==> config.mk <==
export PLATFORM = sky130hd
export DESIGN_NAME = life_generation_stream
export DESIGN_NICKNAME = d
export VERILOG_FILES = /design/src/rtl/lgs_pkg.sv /design/src/rtl/life_generation_stream.sv /design/src/rtl/lgs_cell.sv /design/src/rtl/lgs_linebuf.sv /design/src/rtl/lgs_window.sv /design/src/rtl/lgs_ofifo.sv
export VERILOG_INCLUDE_DIRS = /design/src /design/src/rtl
export SDC_FILE = /design/constraint.sdc
export NUM_CORES = 1
export LEC_CHECK = 0
export BUFFER_PORTS_ARGS = -buffer_cell sky130_fd_sc_hd__buf_4
export CAP_MARGIN = 20
export CORE_MARGIN = 2
export CORE_UTILIZATION = 51
export DETAILED_ROUTE_END_ITERATION = 10
export GPL_TIMING_DRIVEN = 0
export PLACE_DENSITY_LB_ADDON = 0.25
export SLEW_MARGIN = 5
export SYNTH_ARGS = -nofsm -noshare
export SYNTH_HDL_FRONTEND = slang
export SYNTH_SLANG_ARGS = --single-unit
==> constraint.sdc <==
create_clock -name clk -period 6.21 [get_ports clk]
set_input_delay 0.9315 -clock clk [delete_from_list [all_inputs] [get_ports clk]]
set_output_delay 0.9315 -clock clk [all_outputs]
set_load 0.02 [all_outputs]
==> src/rtl/life_generation_stream_macros.svh <==
// Assertion macros shared by the life generation stream RTL.
// Each macro expects clk and rst_n in the scope where it is used.
`ifndef LIFE_GENERATION_STREAM_MACROS_SVH
`define LIFE_GENERATION_STREAM_MACROS_SVH

// Same-cycle implication, checked on every rising clk edge out of reset.
`define LGS_ASSERT_IMPL(name, ante, cons) \
    name: assert property (@(posedge clk) disable iff (!rst_n) (ante) |-> (cons)) \
        else $error("lgs check failed");

// Next-cycle implication.
`define LGS_ASSERT_NEXT(name, ante, cons) \
    name: assert property (@(posedge clk) disable iff (!rst_n) (ante) |=> (cons)) \
        else $error("lgs check failed");

`endif

==> src/rtl/lgs_pkg.sv <==
// Shared types and constants for the life generation stream.
// No dependencies; imported by every module of the block.
package lgs_pkg;

    localparam int MAX_WIDTH = 32;                      // line buffer depth
    localparam int TAP_W     = $clog2(MAX_WIDTH);       // line tap index width

    localparam int ROWS_W    = 12;
    localparam int COL_W     = 6;
    localparam int CFG_IDX_W = 2;
    localparam int CFG_DATA_W = ROWS_W;

    localparam logic [CFG_IDX_W-1:0] REG_GRID_ROWS = 2'd0;
    localparam logic [CFG_IDX_W-1:0] REG_GRID_COLS = 2'd1;

    localparam logic [ROWS_W-1:0] GRID_ROWS_RST = 12'd5;
    localparam logic [COL_W-1:0]  GRID_COLS_RST = 6'd4;

    localparam int OFIFO_DEPTH = 4;
    localparam int OFIFO_PTR_W = $clog2(OFIFO_DEPTH);
    localparam int OFIFO_CNT_W = $clog2(OFIFO_DEPTH + 1);

    // One result transaction.
    typedef struct packed {
        logic next_alive;
        logic frame_last;
    } res_t;

    // Per-step control from the sequencer to the window.
    typedef struct packed {
        logic go;       // window advances this cycle
        logic first;    // column 0 of a row: older columns are dead
        logic emit_a;   // emit the cell left of the incoming column
        logic emit_b;   // row end: emit the incoming column against a dead edge
        logic mark_b;   // result b closes the frame
    } step_ctrl_t;

    // Up to two results written into the output queue in one cycle.
    typedef struct packed {
        logic [1:0] cnt;
        res_t       d0;
        res_t       d1;
    } ofifo_wr_t;

endpackage

==> src/rtl/life_generation_stream.sv <==
// Streaming Conway Life (B3/S23) generation engine, top level.
// Depends on lgs_pkg, lgs_linebuf, lgs_window, lgs_ofifo and the macro header.
//
// Usage:
//  - Input channel (in_valid/in_stall/cell_alive): one cell per transaction, raster
//    order, grid_cols cells per row, grid_rows rows per frame. Outside cells are dead.
//  - Output channel (out_valid/out_stall/next_alive/frame_last): next-generation
//    cells in raster order; frame_last marks the final cell of the frame.
//  - Config channel (cfg_valid/cfg_ready/cfg_index/cfg_data): index 0 grid_rows,
//    index 1 grid_cols. A geometry write restarts the frame; results already queued still
//    go out. Rows of 0 act as 1; columns of 0 act as 1, above 32 act as 32.
//  - Ordering: the result for cell (r-1, c-1) is queued by the transaction of
//    cell (r, c); out_valid is decoded from the registered queue fill count.
//  - Throughput: one cell per clock while in_stall is low. After the last cell
//    of a frame the input stalls while the line buffers replay the bottom row, a step
//    per column (1 to 32, more if the queue is full); the only per-frame bubble.
//  - A four-entry result queue separates the sides; input also stalls when fewer
//    than two slots are free, so an output stall backs up into in_stall.
//  - Reset: counters cleared, queue empty, grid_rows = 5, grid_cols = 4.
`include "life_generation_stream_macros.svh"

module life_generation_stream
    import lgs_pkg::*;
(
    input  logic                  clk,
    input  logic                  rst_n,
    // cell input
    input  logic                  in_valid,
    output logic                  in_stall,
    input  logic                  cell_alive,
    // result output
    output logic                  out_valid,
    input  logic                  out_stall,
    output logic                  next_alive,
    output logic                  frame_last,
    // configuration writes
    input  logic                  cfg_valid,
    output logic                  cfg_ready,
    input  logic [CFG_IDX_W-1:0]  cfg_index,
    input  logic [CFG_DATA_W-1:0] cfg_data
);

    typedef enum logic {
        ST_STREAM,   // taking cells
        ST_FLUSH     // replaying the last row of a frame
    } state_t;

    state_t            state_reg;
    state_t            state_next;
    logic [ROWS_W-1:0] row_count_reg;
    logic [ROWS_W-1:0] row_count_next;
    logic [COL_W-1:0]  col_count_reg;
    logic [COL_W-1:0]  col_count_next;
    logic              flush_top_reg;    // last row has a row above it
    logic              flush_top_next;
    logic [ROWS_W-1:0] grid_rows_reg;
    logic [ROWS_W-1:0] grid_rows_next;
    logic [COL_W-1:0]  grid_cols_reg;
    logic [COL_W-1:0]  grid_cols_next;

    logic [ROWS_W-1:0] rows_m1;
    logic [COL_W-1:0]  cols_m1;
    logic              is_flush;
    logic              room_ok;
    logic              step_go;
    logic              col_first;
    logic              col_last;
    logic              row_last;
    logic              row_ge1;
    logic              row_ge2;
    logic              mid_tap;
    logic              above_tap;
    logic              lb_mid_in;
    logic              lb_above_in;
    logic [2:0]        col_bits;
    logic              cfg_go;
    step_ctrl_t        ctrl;
    ofifo_wr_t         wr;
    res_t              head;

    // effective geometry
    always_comb
    begin
        rows_m1 = (grid_rows_reg == '0) ? '0 : grid_rows_reg - ROWS_W'(1);
        if (grid_cols_reg == '0)
            cols_m1 = '0;
        else if (grid_cols_reg > COL_W'(MAX_WIDTH))
            cols_m1 = COL_W'(MAX_WIDTH - 1);
        else
            cols_m1 = grid_cols_reg - COL_W'(1);
    end

    // step decode: a stream step per accepted cell, a flush step per replayed column
    always_comb
    begin
        is_flush  = (state_reg == ST_FLUSH);
        in_stall  = is_flush | ~room_ok;
        step_go   = is_flush ? room_ok : (in_valid & ~in_stall);
        cfg_ready = ~is_flush;
        cfg_go    = cfg_valid & cfg_ready;

        col_first = (col_count_reg == '0);
        col_last  = (col_count_reg == cols_m1);
        row_last  = (row_count_reg == rows_m1);
        row_ge1   = (row_count_reg != '0);
        row_ge2   = (row_count_reg > ROWS_W'(1));

        if (is_flush)
        begin
            // bottom edge: dead row below, buffers rotate back on themselves
            col_bits    = {1'b0, mid_tap, flush_top_reg & above_tap};
            lb_mid_in   = mid_tap;
            lb_above_in = above_tap;
        end
        else
        begin
            col_bits    = {cell_alive, row_ge1 & mid_tap, row_ge2 & above_tap};
            lb_mid_in   = cell_alive;
            lb_above_in = mid_tap;
        end

        ctrl.go     = step_go;
        ctrl.first  = col_first;
        ctrl.emit_a = (is_flush | row_ge1) & ~col_first;
        ctrl.emit_b = (is_flush | row_ge1) & col_last;
        ctrl.mark_b = is_flush & col_last;
    end

    // sequencer and config registers
    always_comb
    begin
        state_next     = state_reg;
        row_count_next = row_count_reg;
        col_count_next = col_count_reg;
        flush_top_next = flush_top_reg;
        grid_rows_next = grid_rows_reg;
        grid_cols_next = grid_cols_reg;

        if (cfg_go)
        begin
            case (cfg_index)
                REG_GRID_ROWS:
                begin
                    grid_rows_next = cfg_data[ROWS_W-1:0];
                    row_count_next = '0;
                    col_count_next = '0;
                end
                REG_GRID_COLS:
                begin
                    grid_cols_next = cfg_data[COL_W-1:0];
                    row_count_next = '0;
                    col_count_next = '0;
                end
                default:
                begin
                end
            endcase
        end
        else if (step_go)
        begin
            if (!col_last)
            begin
                col_count_next = col_count_reg + COL_W'(1);
            end
            else
            begin
                col_count_next = '0;
                if (is_flush)
                begin
                    state_next = ST_STREAM;
                end
                else if (row_last)
                begin
                    row_count_next = '0;
                    flush_top_next = row_ge1;
                    state_next     = ST_FLUSH;
                end
                else
                begin
                    row_count_next = row_count_reg + ROWS_W'(1);
                end
            end
        end
    end

    always_ff @(posedge clk or negedge rst_n)
    begin
        if (!rst_n)
        begin
            state_reg     <= ST_STREAM;
            row_count_reg <= '0;
            col_count_reg <= '0;
            flush_top_reg <= 1'b0;
            grid_rows_reg <= GRID_ROWS_RST;
            grid_cols_reg <= GRID_COLS_RST;
        end
        else
        begin
            state_reg     <= state_next;
            row_count_reg <= row_count_next;
            col_count_reg <= col_count_next;
            flush_top_reg <= flush_top_next;
            grid_rows_reg <= grid_rows_next;
            grid_cols_reg <= grid_cols_next;
        end
    end

    lgs_linebuf u_linebuf (
        .clk       (clk),
        .shift     (step_go),
        .mid_in    (lb_mid_in),
        .above_in  (lb_above_in),
        .tap_idx   (cols_m1[TAP_W-1:0]),
        .mid_tap   (mid_tap),
        .above_tap (above_tap)
    );

    lgs_window u_window (
        .clk    (clk),
        .ctrl   (ctrl),
        .col_in (col_bits),
        .wr     (wr)
    );

    lgs_ofifo u_ofifo (
        .clk       (clk),
        .rst_n     (rst_n),
        .wr        (wr),
        .room_ok   (room_ok),
        .out_valid (out_valid),
        .out_stall (out_stall),
        .out_data  (head)
    );

    assign next_alive = head.next_alive;
    assign frame_last = head.frame_last;

    // last cell of a frame starts the bottom-row replay unless a register write is accepted with it
    `LGS_ASSERT_NEXT(a_last_cell_flushes, !is_flush && step_go && !cfg_go && col_last && row_last, state_reg == ST_FLUSH)
    // replay ends back at the frame origin
    `LGS_ASSERT_NEXT(a_flush_exit_origin, is_flush && step_go && col_last, state_reg == ST_STREAM && row_count_reg == '0 && col_count_reg == '0)
    // column and row counters stay within the effective grid
    `LGS_ASSERT_IMPL(a_col_in_range, 1'b1, col_count_reg <= cols_m1 && row_count_reg <= rows_m1)

endmodule

==> src/rtl/lgs_cell.sv <==
// One column slot of the line buffers: middle-row and upper-row bits.
// Depends on lgs_pkg; chained by lgs_linebuf.
module lgs_cell
    import lgs_pkg::*;
(
    input  logic clk,
    input  logic shift,
    input  logic mid_in,
    input  logic above_in,
    output logic mid_out,
    output logic above_out
);

    logic mid_reg;
    logic above_reg;

    always_ff @(posedge clk)
    begin
        if (shift)
        begin
            mid_reg   <= mid_in;
            above_reg <= above_in;
        end
    end

    assign mid_out   = mid_reg;
    assign above_out = above_reg;

endmodule

==> src/rtl/lgs_linebuf.sv <==
// Two line buffers as a chain of lgs_cell slots with a tap at the row length.
// Depends on lgs_pkg and lgs_cell.
module lgs_linebuf
    import lgs_pkg::*;
(
    input  logic             clk,
    input  logic             shift,
    input  logic             mid_in,
    input  logic             above_in,
    input  logic [TAP_W-1:0] tap_idx,
    output logic             mid_tap,
    output logic             above_tap
);

    logic mid_q   [MAX_WIDTH];
    logic above_q [MAX_WIDTH];

    for (genvar k = 0; k < MAX_WIDTH; k++)
    begin : g_cell
        if (k == 0)
        begin : g_head
            lgs_cell u_cell (
                .clk       (clk),
                .shift     (shift),
                .mid_in    (mid_in),
                .above_in  (above_in),
                .mid_out   (mid_q[k]),
                .above_out (above_q[k])
            );
        end
        else
        begin : g_body
            lgs_cell u_cell (
                .clk       (clk),
                .shift     (shift),
                .mid_in    (mid_q[k-1]),
                .above_in  (above_q[k-1]),
                .mid_out   (mid_q[k]),
                .above_out (above_q[k])
            );
        end
    end

    // slot cols-1 holds the entry written one row ago
    assign mid_tap   = mid_q[tap_idx];
    assign above_tap = above_q[tap_idx];

endmodule

==> src/rtl/lgs_window.sv <==
// 3x3 window: two stored columns plus the incoming one, and the B3/S23 rule.
// Depends on lgs_pkg.
module lgs_window
    import lgs_pkg::*;
(
    input  logic       clk,
    input  step_ctrl_t ctrl,
    input  logic [2:0] col_in,   // bit 0 upper, bit 1 middle, bit 2 lower
    output ofifo_wr_t  wr
);

    logic [2:0] prev1_reg;
    logic [2:0] prev2_reg;
    logic [2:0] p1_eff;
    logic [2:0] p2_eff;
    logic       res_a;
    logic       res_b;
    logic       do_a;
    logic       do_b;

    // window bit 4 is the center cell
    function automatic logic life_rule(input logic [8:0] win);
        logic [3:0] n;
        n = '0;
        for (int i = 0; i < 9; i++)
        begin
            if (i != 4)
            begin
                n = n + {3'b000, win[i]};
            end
        end
        return (n == 4'd3) || (win[4] && (n == 4'd2));
    endfunction

    always_comb
    begin
        p1_eff = ctrl.first ? 3'b000 : prev1_reg;
        p2_eff = ctrl.first ? 3'b000 : prev2_reg;
        res_a  = life_rule({col_in, p1_eff, p2_eff});
        res_b  = life_rule({3'b000, col_in, p1_eff});
        do_a   = ctrl.go & ctrl.emit_a;
        do_b   = ctrl.go & ctrl.emit_b;

        wr.cnt           = 2'(do_a) + 2'(do_b);
        wr.d1.next_alive = res_b;
        wr.d1.frame_last = ctrl.mark_b;
        if (do_a)
        begin
            wr.d0.next_alive = res_a;
            wr.d0.frame_last = 1'b0;
        end
        else
        begin
            wr.d0 = wr.d1;
        end
    end

    always_ff @(posedge clk)
    begin
        if (ctrl.go)
        begin
            prev1_reg <= col_in;
            prev2_reg <= p1_eff;
        end
    end

endmodule

==> src/rtl/lgs_ofifo.sv <==
// Four-entry result queue: up to two writes and one read per cycle.
// Depends on lgs_pkg.
module lgs_ofifo
    import lgs_pkg::*;
(
    input  logic      clk,
    input  logic      rst_n,
    input  ofifo_wr_t wr,
    output logic      room_ok,    // space for two results
    output logic      out_valid,
    input  logic      out_stall,
    output res_t      out_data
);

    res_t                   mem_reg [OFIFO_DEPTH];
    logic [OFIFO_PTR_W-1:0] wr_ptr_reg;
    logic [OFIFO_PTR_W-1:0] wr_ptr_next;
    logic [OFIFO_PTR_W-1:0] rd_ptr_reg;
    logic [OFIFO_PTR_W-1:0] rd_ptr_next;
    logic [OFIFO_CNT_W-1:0] count_reg;
    logic [OFIFO_CNT_W-1:0] count_next;
    logic                   rd;

    always_comb
    begin
        rd          = out_valid & ~out_stall;
        wr_ptr_next = wr_ptr_reg + OFIFO_PTR_W'(wr.cnt);
        rd_ptr_next = rd_ptr_reg + OFIFO_PTR_W'(rd);
        count_next  = count_reg + OFIFO_CNT_W'(wr.cnt) - OFIFO_CNT_W'(rd);
    end

    always_ff @(posedge clk or negedge rst_n)
    begin
        if (!rst_n)
        begin
            wr_ptr_reg <= '0;
            rd_ptr_reg <= '0;
            count_reg  <= '0;
        end
        else
        begin
            wr_ptr_reg <= wr_ptr_next;
            rd_ptr_reg <= rd_ptr_next;
            count_reg  <= count_next;
        end
    end

    always_ff @(posedge clk)
    begin
        if (wr.cnt != 2'd0)
        begin
            mem_reg[wr_ptr_reg] <= wr.d0;
        end
        if (wr.cnt == 2'd2)
        begin
            mem_reg[wr_ptr_reg + OFIFO_PTR_W'(1)] <= wr.d1;
        end
    end

    assign room_ok   = count_reg <= OFIFO_CNT_W'(OFIFO_DEPTH - 2);
    assign out_valid = count_reg != '0;
    assign out_data  = mem_reg[rd_ptr_reg];

endmodule

==> flow_summary.toml, run 1 <==
[logic_synthesis]
synth-seq-area-share_pct = 50.81
synth-seq-cells = 123
avgSynthCellArea_um2 = 10.99
synth_edf_count = 78
postSynthCellCount = 622
synthArstFlopShare_pct = 36.59
synth_area_um2 = 6833
yosys_warnings = 0
synth_cell_types = 65
syn_nets = 669
synthFlopType = "edfxtp_1"

[grt]
grt_max_degree = 75
antenna_found_initial = 0
grt_pass1_vias = 4956
grt_use_total_pct = 22.25
grt_pass1_wl_mm = 24.66
overflow = 0

[cells_and_area]
final_cell_mix = "edfxtp_1 (78), nand2_1 (48), inv_1 (45), dfrtp_1 (42), buf_4 (39)"
drive_above_1_share_pct = 17.90
fill_cells = 1080
multi_input_area_um2 = 3089
finalNetCount = 722
seq_area_um2 = 3472
area_growth_pct = 16.44
final_common_cell = "edfxtp_1"
fin_area_um2 = 7956
n_antenna_cell = 0

[cts]
tritoncts = "built"
clockRootBuffer = "clkbuf_16"
cts_max_path_buffers = 2
cts.clk_slew.worst_paths_ns = 0.06
clk_latency_ns = 0.43
clkSinkCount = 123
cts-hold-fix-buffers = 0
numCtsBuffers = 17
ctsHtreeMaxLevel = 4

[timing]
worst_pin_slew_ns = 0.9081
post-route-period-util_pct = 95.89
relSlewSlack_pct = 38.99
max_freq_mhz = 167.9
finClkSkew_ns = 0.008651
setup_viol_count_final = 0
period_needed_ns = 5.955
maxSlewViolCount = 0
finalHoldViolations = 0

[setup_path]
cp_common_cell = "fa_1"
reg2reg_from = "grid_cols_reg[0]"
ff2ff_path_depth = 21
crit_required_ns = 6.39
slowest_delay_ns = 0.55
cp-start-kind = "register"
rr_endpoint = "u_ofifo.mem_reg[1][1]"
endpoint = "u_ofifo.mem_reg[1][1]"
crit_chain = "buf_2, inv_2, ha_1, or4b_4, maj3_2, buf_4, mux4_2, mux2i_2, o22ai_1, mux2i_2, a211o_1, fa_1, fa_1, inv_1, fa_1, inv_1, fa_1, nor2_1, a31oi_2, nor3_4, mux2_2"
endpoint_kind = "register"
critPathSlowestCell = "fa_1"
crit_type = "register to register"
critical_path.startpoint = "grid_cols_reg[0]"
critPathArrivalTime_ns = 6.13
rrSetupSlack_ns = 0.26
worstPathMaxFanout = 10

[drt]
drtPass1Iterations = 5
vias_per_cell = 5.929
drtIter0Drc = 591
drtAntennaViolNets = 0
wire_per_inst_um = 17.32
via_count = 5117
drc = 0
drt_wl_total_mm = 14.95

[min_path]
hold_class = "register to register"

[die]
die_area_um2 = 14340
dieWidth_um = 119.8
row_count = 42
ios = 25
die_h_um = 119.8
core_um2 = 13140
initial_core_util_pct = 52.01

[power_and_ir_drop]
p_per_area_nw_per_um2 = 462.0
leakage_nw = 3.093
total_power_mw = 3.675
peakVddDrop_mv = 0.2287

[place]
gp_congestion = 0.8897
io_buffers = 24
place_area_um2 = 7236
dp.final_hpwl_mm = 10.25

[job]
maxCapViolations = 0

[outcome]
outcome = "finished, final reports clean"
[cells by family (layout without fill, tap and decap cells)]
kind of cell	Yosys count	after routing	synth area share, %
xor gates and xnor gates	17	17	2.179
adders and majority gates	29	29	6.024
buffers and inverters	83	148	4.688
and+or+nand+nor	199	199	15.03
DFF	123	123	50.82
AOI/OAI and AO/OA	122	122	12.25
muxes	49	49	9.009
[metrics by stage]
step	hold WS (ns)	worst slack [ns]	utilization, %	instances	setup TNS [ns]
final	0.4375	0.2551	60.56	863	0
after global routing	0.4536	-0.02297	60.56	863	-0.05317
after CTS	0.4462	0.02130	59.94	857	0
after detailed placement	0.4329	-0.7656	55.08	822	-3.032
after global placement	0.4254	-0.5417	55.06	822	-2.158
after floorplan	0.4204	0.4889	-	622	0
[metal layers]
metal	vias to the layer above	track usage [%]	routed length, µm
met5	-	0	0
li1	2423	-	-
met4	0	9.559	374
met2	138	37.14	7398
met1	2519	27.92	6604
met3	37	5.038	571
[synth_stat cells, drive strengths merged (3+ instances only)]
master,number,area (µm²)
o211ai,8,60.06
inv,47,176.4
or4,9,67.56
nor4,9,56.30
buf,6,31.27
a21o,8,60.06
or3,9,56.30
a31oi,9,56.30
edfxtp,78,2342
nand2,49,183.9
o21ai,34,170.2
mux4,8,180.2
nor2b,4,25.02
nor3,13,65.06
or2,6,37.54
o311ai,10,87.58
nor3b,3,22.52
dfrtp,42,1051
mux2i,21,210.2
and2,6,37.54
clkbuf,30,112.6
ha,20,250.2
a211oi,5,37.54
a21oi,15,75.07
dfstp,3,78.83
o22ai,3,18.77
xnor2,12,105.1
and3,6,37.54
nand4b,3,26.28
o31ai,4,30.03
mux2,20,225.2
xor2,5,43.79
fa,7,140.1
nand2b,3,18.77
a211o,4,35.03
nand3,29,145.1
nor2,35,131.4
nand4,6,37.54
[final cells by class]
type                       instances  area share [%]
clock inverter                    13           1.903
clock buffer                      18           5.394
tap                              176           2.768
timing repair buffer              36           3.397
buffer                            34           1.824
sequential                       123           43.64
multi-input combinational        416           38.83
inverter                          47           2.249
[critical path: cells and delay by family, from the launching register on]
kind            cells  cell delay (ns)
compound gates      3             0.57
fa+ha+maj           6             2.17
buf+inv             5             0.67
flops               1             0.41
mux                 4             1.19
simple gates        3             0.67
[power breakdown]
group	total, mW	internal, mW	switching (mW)
Combinational	1.42	0.607	0.812
Sequential	1.27	1.15	0.121
Clock	0.985	0.623	0.362
Total	3.68	2.38	1.30
[timing repair]
action,CTS,global route
endpoints found under the setup margin,4,4
resized for setup,9,11
setup buffers,4,8
pin swaps,2,3
cloned,0,0
[worst min path at each step]
stage,startpoint,to,slack (ns),depth (start not counted)
after detailed placement,u_linebuf.g_cell[26].g_body.u_cell.mid_out,u_linebuf.g_cell[27].g_body.u_cell.mid_out,0.43,0
after global routing,u_linebuf.g_cell[26].g_body.u_cell.above_out,u_linebuf.g_cell[27].g_body.u_cell.above_out,0.45,0
final,u_linebuf.g_cell[28].g_body.u_cell.above_out,u_linebuf.g_cell[29].g_body.u_cell.above_out,0.44,0
after global placement,u_linebuf.g_cell[26].g_body.u_cell.above_out,u_linebuf.g_cell[27].g_body.u_cell.above_out,0.43,0
after floorplan,u_linebuf.g_cell[0].g_head.u_cell.above_out,u_linebuf.g_cell[1].g_body.u_cell.above_out,0.42,0
after CTS,u_linebuf.g_cell[26].g_body.u_cell.mid_out,u_linebuf.g_cell[27].g_body.u_cell.mid_out,0.45,0
Power figures use the tool's default switching activity.
==> run 2: changes to the inputs <==
--- a/config.mk
+++ b/config.mk
@@ -6,6 +6,7 @@
 export SDC_FILE = /design/constraint.sdc
 export NUM_CORES = 1
 export LEC_CHECK = 0
+export ABC_AREA = 1
 export BUFFER_PORTS_ARGS = -buffer_cell sky130_fd_sc_hd__buf_4
 export CAP_MARGIN = 20
 export CORE_MARGIN = 2
==> run 2 against run 1 <==
Against the previous run:
- sequential power barely moved
- setup slack gained 0.39 ns
- largest cell class unchanged
- sequential cell count did not move
- routed wire length shrank 2.7%
==> flow_summary.toml, run 2 <==
[timing]
setup_viol_count_final = 0
period_needed_ns = 5.567
relSlewSlack_pct = 40.97
finClkSkew_ns = 0.004899
finalHoldViolations = 0
rsz0062_at_grt = "false"
setup_tns_ns = 0
post-route-period-util_pct = 89.64
max_freq_mhz = 179.6
worst_pin_slew_ns = 0.8855
maxSlewViolCount = 0

[logic_synthesis]
synth_cell_types = 44
synth-seq-area-share_pct = 51.54
yosys_warnings = 0
synth_edf_count = 78
avgSynthCellArea_um2 = 9.018
yosys.area.top_type_share_pct = 34.77
postSynthCellCount = 747
synthFlopType = "edfxtp_1"
synth_area_um2 = 6736
yosys-top-cells-area = "edfxtp_1 (35%), dfrtp_1 (16%), nand3_1 (10%)"
synth_commonest_cells = "nand2_1 (159), nand3_1 (134), inv_1 (92)"
synth_top_area_cell = "edfxtp_1"
synth-seq-cells = 123
synthArstFlopShare_pct = 36.59
yosysMostFrequentCell = "nand2_1"
syn_nets = 794

[cells_and_area]
final_common_cell = "nand2_1"
finalNetCount = 838
drive_above_1_share_pct = 11.44
final_cell_mix = "nand2_1 (159), nand3_1 (134), inv_1 (91), edfxtp_1 (78), nor2_1 (62)"
area_growth_pct = 14.97
layout.cells.non_filler = 976
n_antenna_cell = 0

[drt]
drc = 0
drt_wl_total_mm = 14.55
drtAntennaViolNets = 0
drtPass1Iterations = 5
drtIter0Drc = 341
via_count = 5225
wire_per_inst_um = 14.91
vias_per_cell = 5.353

[grt]
antenna_found_initial = 0
grt_max_degree = 74
overflow = 0
grt_pass1_vias = 5302
grt_pass1_wl_mm = 24.83
grt_use_total_pct = 21.76

[die]
die_h_um = 118.9
row_count = 41
dieWidth_um = 118.9
die_area_um2 = 14140
ios = 25
core_um2 = 12770
initial_core_util_pct = 52.74

[place]
dp_cells = 943
gp_congestion = 0.9137
io_buffers = 24
dp.final_hpwl_mm = 9.907

[cts]
clkSinkCount = 123
ctsHtreeMaxLevel = 4
cts_max_path_buffers = 2
cts-hold-fix-buffers = 0
cts_setup_buffers = 0
cts_resized = 0
tritoncts = "built"
clk_latency_ns = 0.41
numCtsBuffers = 17
cts.clk_slew.worst_paths_ns = 0.05
clockRootBuffer = "clkbuf_16"

[power_and_ir_drop]
peakVddDrop_mv = 0.1915
p_per_area_nw_per_um2 = 440.4
total_power_mw = 3.411
leakage_nw = 3.435

[setup_path]
cp-start-kind = "register"
crit_type = "register to register"
cp_common_cell = "inv_1"
crit_required_ns = 6.49
worstPathMaxFanout = 10
slowest_delay_ns = 0.54
critPathSlowestCell = "fa_1"
critPathArrivalTime_ns = 5.85
endpoint_kind = "register"

[job]
maxCapViolations = 0

[outcome]
outcome = "finished, final reports clean"

[min_path]
hold_class = "register to register"
## run 2: cell count changes after synthesis, moves of 18 or more
cell / change
nand3_1: +105
mux2i_1: -21
xor2_1: +18
clkbuf_1: -22
nand2_1: +110
mux2_2: -19
inv_1: +45
nor2_1: +27
## run 2: path summary, 6_finish.rpt
| kind | start | endpoint | slack [ns] | cells after the start |
|---|---|---|---|---|
| min | u_linebuf.g_cell[14].g_body.u_cell.above_out | u_linebuf.g_cell[15].g_body.u_cell.above_out | 0.45 | 0 |
| max | grid_cols_reg[0] | u_ofifo.mem_reg[0][1] | 0.64 | 29 |
| min reg2reg | u_linebuf.g_cell[14].g_body.u_cell.above_out | u_linebuf.g_cell[15].g_body.u_cell.above_out | 0.45 | 0 |
| max reg2reg | grid_cols_reg[0] | u_ofifo.mem_reg[0][1] | 0.64 | 29 |
| min in group asynchronous | rst_n | u_ofifo.count_reg[1] | 0.52 | 1 |
| max in group asynchronous | rst_n | grid_rows_reg[5] | 5.28 | 1 |
## run 2: area by class of cell
cell class / instances / area [µm²]
repair buffers: 25 / 192.7
clock inverters: 8 / 116.4
well taps: 172 / 215.2
inverters: 97 / 366.6
multi-input cells: 509 / 2805
plain buffers: 18 / 95.09
flip-flops and latches: 123 / 3472
clock buffers: 24 / 481.7
fillers: 1097 / 5029
## run 2: power breakdown
| part | internal, mW | total, mW | switching [mW] | leakage [nW] |
|---|---|---|---|---|
| clock | 0.659 | 0.997 | 0.338 | 0.292 |
| combinational | 0.404 | 1.13 | 0.725 | 1.85 |
| sequential | 1.16 | 1.28 | 0.124 | 1.30 |
## run 2: per-layer routing
metal	up-vias	wire length [µm]	global-route usage, %
met3	20	612	5.316
met2	121	7500	38.51
met1	2510	6245	26.23
met5	-	0	0
met4	0	193	6.473
li1	2574	-	-
## run 2: worst max-delay path: cells and delay by family, from the launching register on
kind	cells	cell delay [ns]
compound gates	2	0.55
buf+inv	11	1.44
fa+ha+maj	5	2.04
simple gates	11	1.02
flops	1	0.36
## run 2: cells by family (layout without fill, tap and decap cells)
family	after synthesis	in the layout	share of synthesized area, %
adder cells (fa/ha/maj)	27	27	5.795
multiplexers	1	1	0.1672
flip-flops	123	123	51.54
XOR/XNOR	29	29	3.770
AO/OA/AOI/OAI	58	58	5.145
buffers and inverters	115	172	6.816
AND/OR/NAND/NOR	394	394	26.76
## run 2: metrics by stage
stage	utilization, %	worst slack, ns	hold WS (ns)	area, µm²
floorplan	-	1.160	0.4268	6736
global placement	55.83	0.2947	0.4317	7132
detailed placement	55.85	0.1580	0.4385	7134
CTS	60.53	0.1446	0.4510	7732
global route	60.63	0.2203	0.4597	7745
finish	60.63	0.6433	0.4518	7745
==> run 3: changes to the inputs <==
--- a/config.mk
+++ b/config.mk
@@ -9,7 +9,6 @@
 export ABC_AREA = 1
 export BUFFER_PORTS_ARGS = -buffer_cell sky130_fd_sc_hd__buf_4
 export CAP_MARGIN = 20
-export CORE_MARGIN = 2
 export CORE_UTILIZATION = 51
 export DETAILED_ROUTE_END_ITERATION = 10
 export GPL_TIMING_DRIVEN = 0
==> run 3 against run 2 <==
Against the previous run:
- critical path depth unchanged
- total power decreased by 3.3%
- register-to-register slack about the same
- first-iteration DRC count increased by 39%
- critical endpoint unchanged
- largest power group unchanged
==> flow_summary.toml, run 3 (synthesis gave the netlist of run 2 again) <==
[power_and_ir_drop]
pwr-share-comb_pct = 34.4
p_per_area_nw_per_um2 = 430.2
seq_power_share_pct = 38.9
power_frac_clock_pct = 26.7
power_switching_mw = 1.195
total_power_mw = 3.298
peakVddDrop_mv = 0.1917
switching_share_pct = 36.23
p_int_mw = 2.103
leakage_nw = 3.401

[cells_and_area]
n_antenna_cell = 0
final_cell_mix = "nand2_1 (159), nand3_1 (134), inv_1 (91), edfxtp_1 (78), nor2_1 (62)"
area_growth_pct = 13.80
final_common_cell = "nand2_1"
fill_cells = 1066
drive_above_1_share_pct = 11.19
finalNetCount = 838

[place]
dp_slack_ns = 0.1896
dp.final_hpwl_mm = 9.791
gp_congestion = 0.9141
io_buffers = 24

[die]
initial_core_util_pct = 52.74
die_area_um2 = 13670
row_count = 41
dieWidth_um = 116.9
core_um2 = 12770
die_h_um = 116.9
ios = 25

[cts]
ctsHtreeMaxLevel = 4
cts_max_path_buffers = 2
tritoncts = "built"
cts-hold-fix-buffers = 0
clkSinkCount = 123
cts_setup_buffers = 0
cts_resized = 0
numCtsBuffers = 17
cts.clk_slew.worst_paths_ns = 0.05
clk_latency_ns = 0.41
clockRootBuffer = "clkbuf_16"

[timing]
max_freq_mhz = 179.2
maxSlewViolCount = 0
finClkSkew_ns = 0.007843
setup_tns_ns = 0
worst_pin_slew_ns = 0.8895
relSlewSlack_pct = 40.70
period_needed_ns = 5.581
rsz0062_at_grt = "false"
finalWorstSetupSlack_ns = 0.6290
setup_viol_count_final = 0
finalHoldViolations = 0
post-route-period-util_pct = 89.87

[setup_path]
cp-start-kind = "register"
crit_type = "register to register"
endpoint = "u_ofifo.mem_reg[0][1]"
critical_path.startpoint = "grid_cols_reg[0]"
crit_required_ns = 6.50
endpoint_kind = "register"
reg2reg_from = "grid_cols_reg[0]"
ff2ff_path_depth = 29
slowest_delay_ns = 0.54
rrSetupSlack_ns = 0.63
worstPathMaxFanout = 10
rr_endpoint = "u_ofifo.mem_reg[0][1]"
critPathArrivalTime_ns = 5.87
critPathSlowestCell = "fa_1"
cp_common_cell = "inv_1"

[drt]
via_count = 5240
drtAntennaViolNets = 0
drc = 0
drtPass1Iterations = 5
vias_per_cell = 5.369
wire_per_inst_um = 14.62
drt_wl_total_mm = 14.27
drtIter0Drc = 473

[grt]
grt_max_degree = 74
antenna_found_initial = 0
grt_use_total_pct = 23.01
grt_pass1_vias = 5231
grt_pass1_wl_mm = 24.14
overflow = 0

[min_path]
hold_class = "register to register"

[outcome]
outcome = "finished, final reports clean"

[job]
maxCapViolations = 0
## run 3: power groups by stage
| stage | sequential, mW | combinational (mW) | clock [mW] |
|---|---|---|---|
| final | 1.28 | 1.13 | 0.880 |
| after global routing | 1.31 | 1.30 | 0.927 |
| after CTS | 1.28 | 1.11 | 0.891 |
| after detailed placement | 1.29 | 1.10 | 0 |
| after global placement | 1.29 | 1.05 | 0 |
| after floorplan | 1.26 | 0.828 | 0 |
## run 3: worst max-delay path: cells and delay by family, from the launching register on
| family | cells | cell delay [ns] |
|---|---|---|
| simple gates | 11 | 1.04 |
| buf+inv | 11 | 1.44 |
| flops | 1 | 0.35 |
| fa+ha+maj | 5 | 2.06 |
| compound gates | 2 | 0.54 |
## run 3: through the flow
stage	instances	hold slack [ns]	area (µm²)	util, %
global placement	943	0.4316	7132	55.83
floorplan	747	0.4268	6736	-
global route	976	0.4523	7666	60.02
CTS	975	0.4498	7654	59.92
finish	976	0.4501	7666	60.02
detailed placement	943	0.4371	7134	55.85
## run 3: cell type report
type,count,area [µm²],share of cell area (%)
plain buffers,18,95.09,1.240
clock buffers,21,440.4,5.745
clock inverters,11,78.83,1.028
inverters,97,366.6,4.782
multi-input cells,509,2805,36.59
flip-flops and latches,123,3472,45.29
well taps,172,215.2,2.807
repair buffers,25,192.7,2.513
## run 3: worst min path at each step
stage / start / end / slack [ns] / cells past startpoint
2_1_floorplan: u_linebuf.g_cell[9].g_body.u_cell.above_out / u_linebuf.g_cell[10].g_body.u_cell.above_out / 0.43 / 0
4_1_cts: u_linebuf.g_cell[1].g_body.u_cell.mid_out / u_linebuf.g_cell[2].g_body.u_cell.mid_out / 0.45 / 0
3_3_place_gp: u_linebuf.g_cell[23].g_body.u_cell.above_out / u_linebuf.g_cell[24].g_body.u_cell.above_out / 0.43 / 0
3_5_place_dp: u_linebuf.g_cell[2].g_body.u_cell.above_out / u_linebuf.g_cell[3].g_body.u_cell.above_out / 0.44 / 0
6_report: u_linebuf.g_cell[26].g_body.u_cell.above_out / u_linebuf.g_cell[27].g_body.u_cell.above_out / 0.45 / 0
5_1_grt: u_linebuf.g_cell[24].g_body.u_cell.above_out / u_linebuf.g_cell[25].g_body.u_cell.above_out / 0.45 / 0
## run 3: metal layers
| metal | wire [µm] | GRT usage [%] | vias to the layer above |
|---|---|---|---|
| li1 | - | - | 2575 |
| met1 | 6268 | 27.28 | 2521 |
| met2 | 7268 | 40.59 | 128 |
| met3 | 574 | 6.025 | 16 |
| met4 | 156 | 7.764 | 0 |
| met5 | 0 | 0 | - |
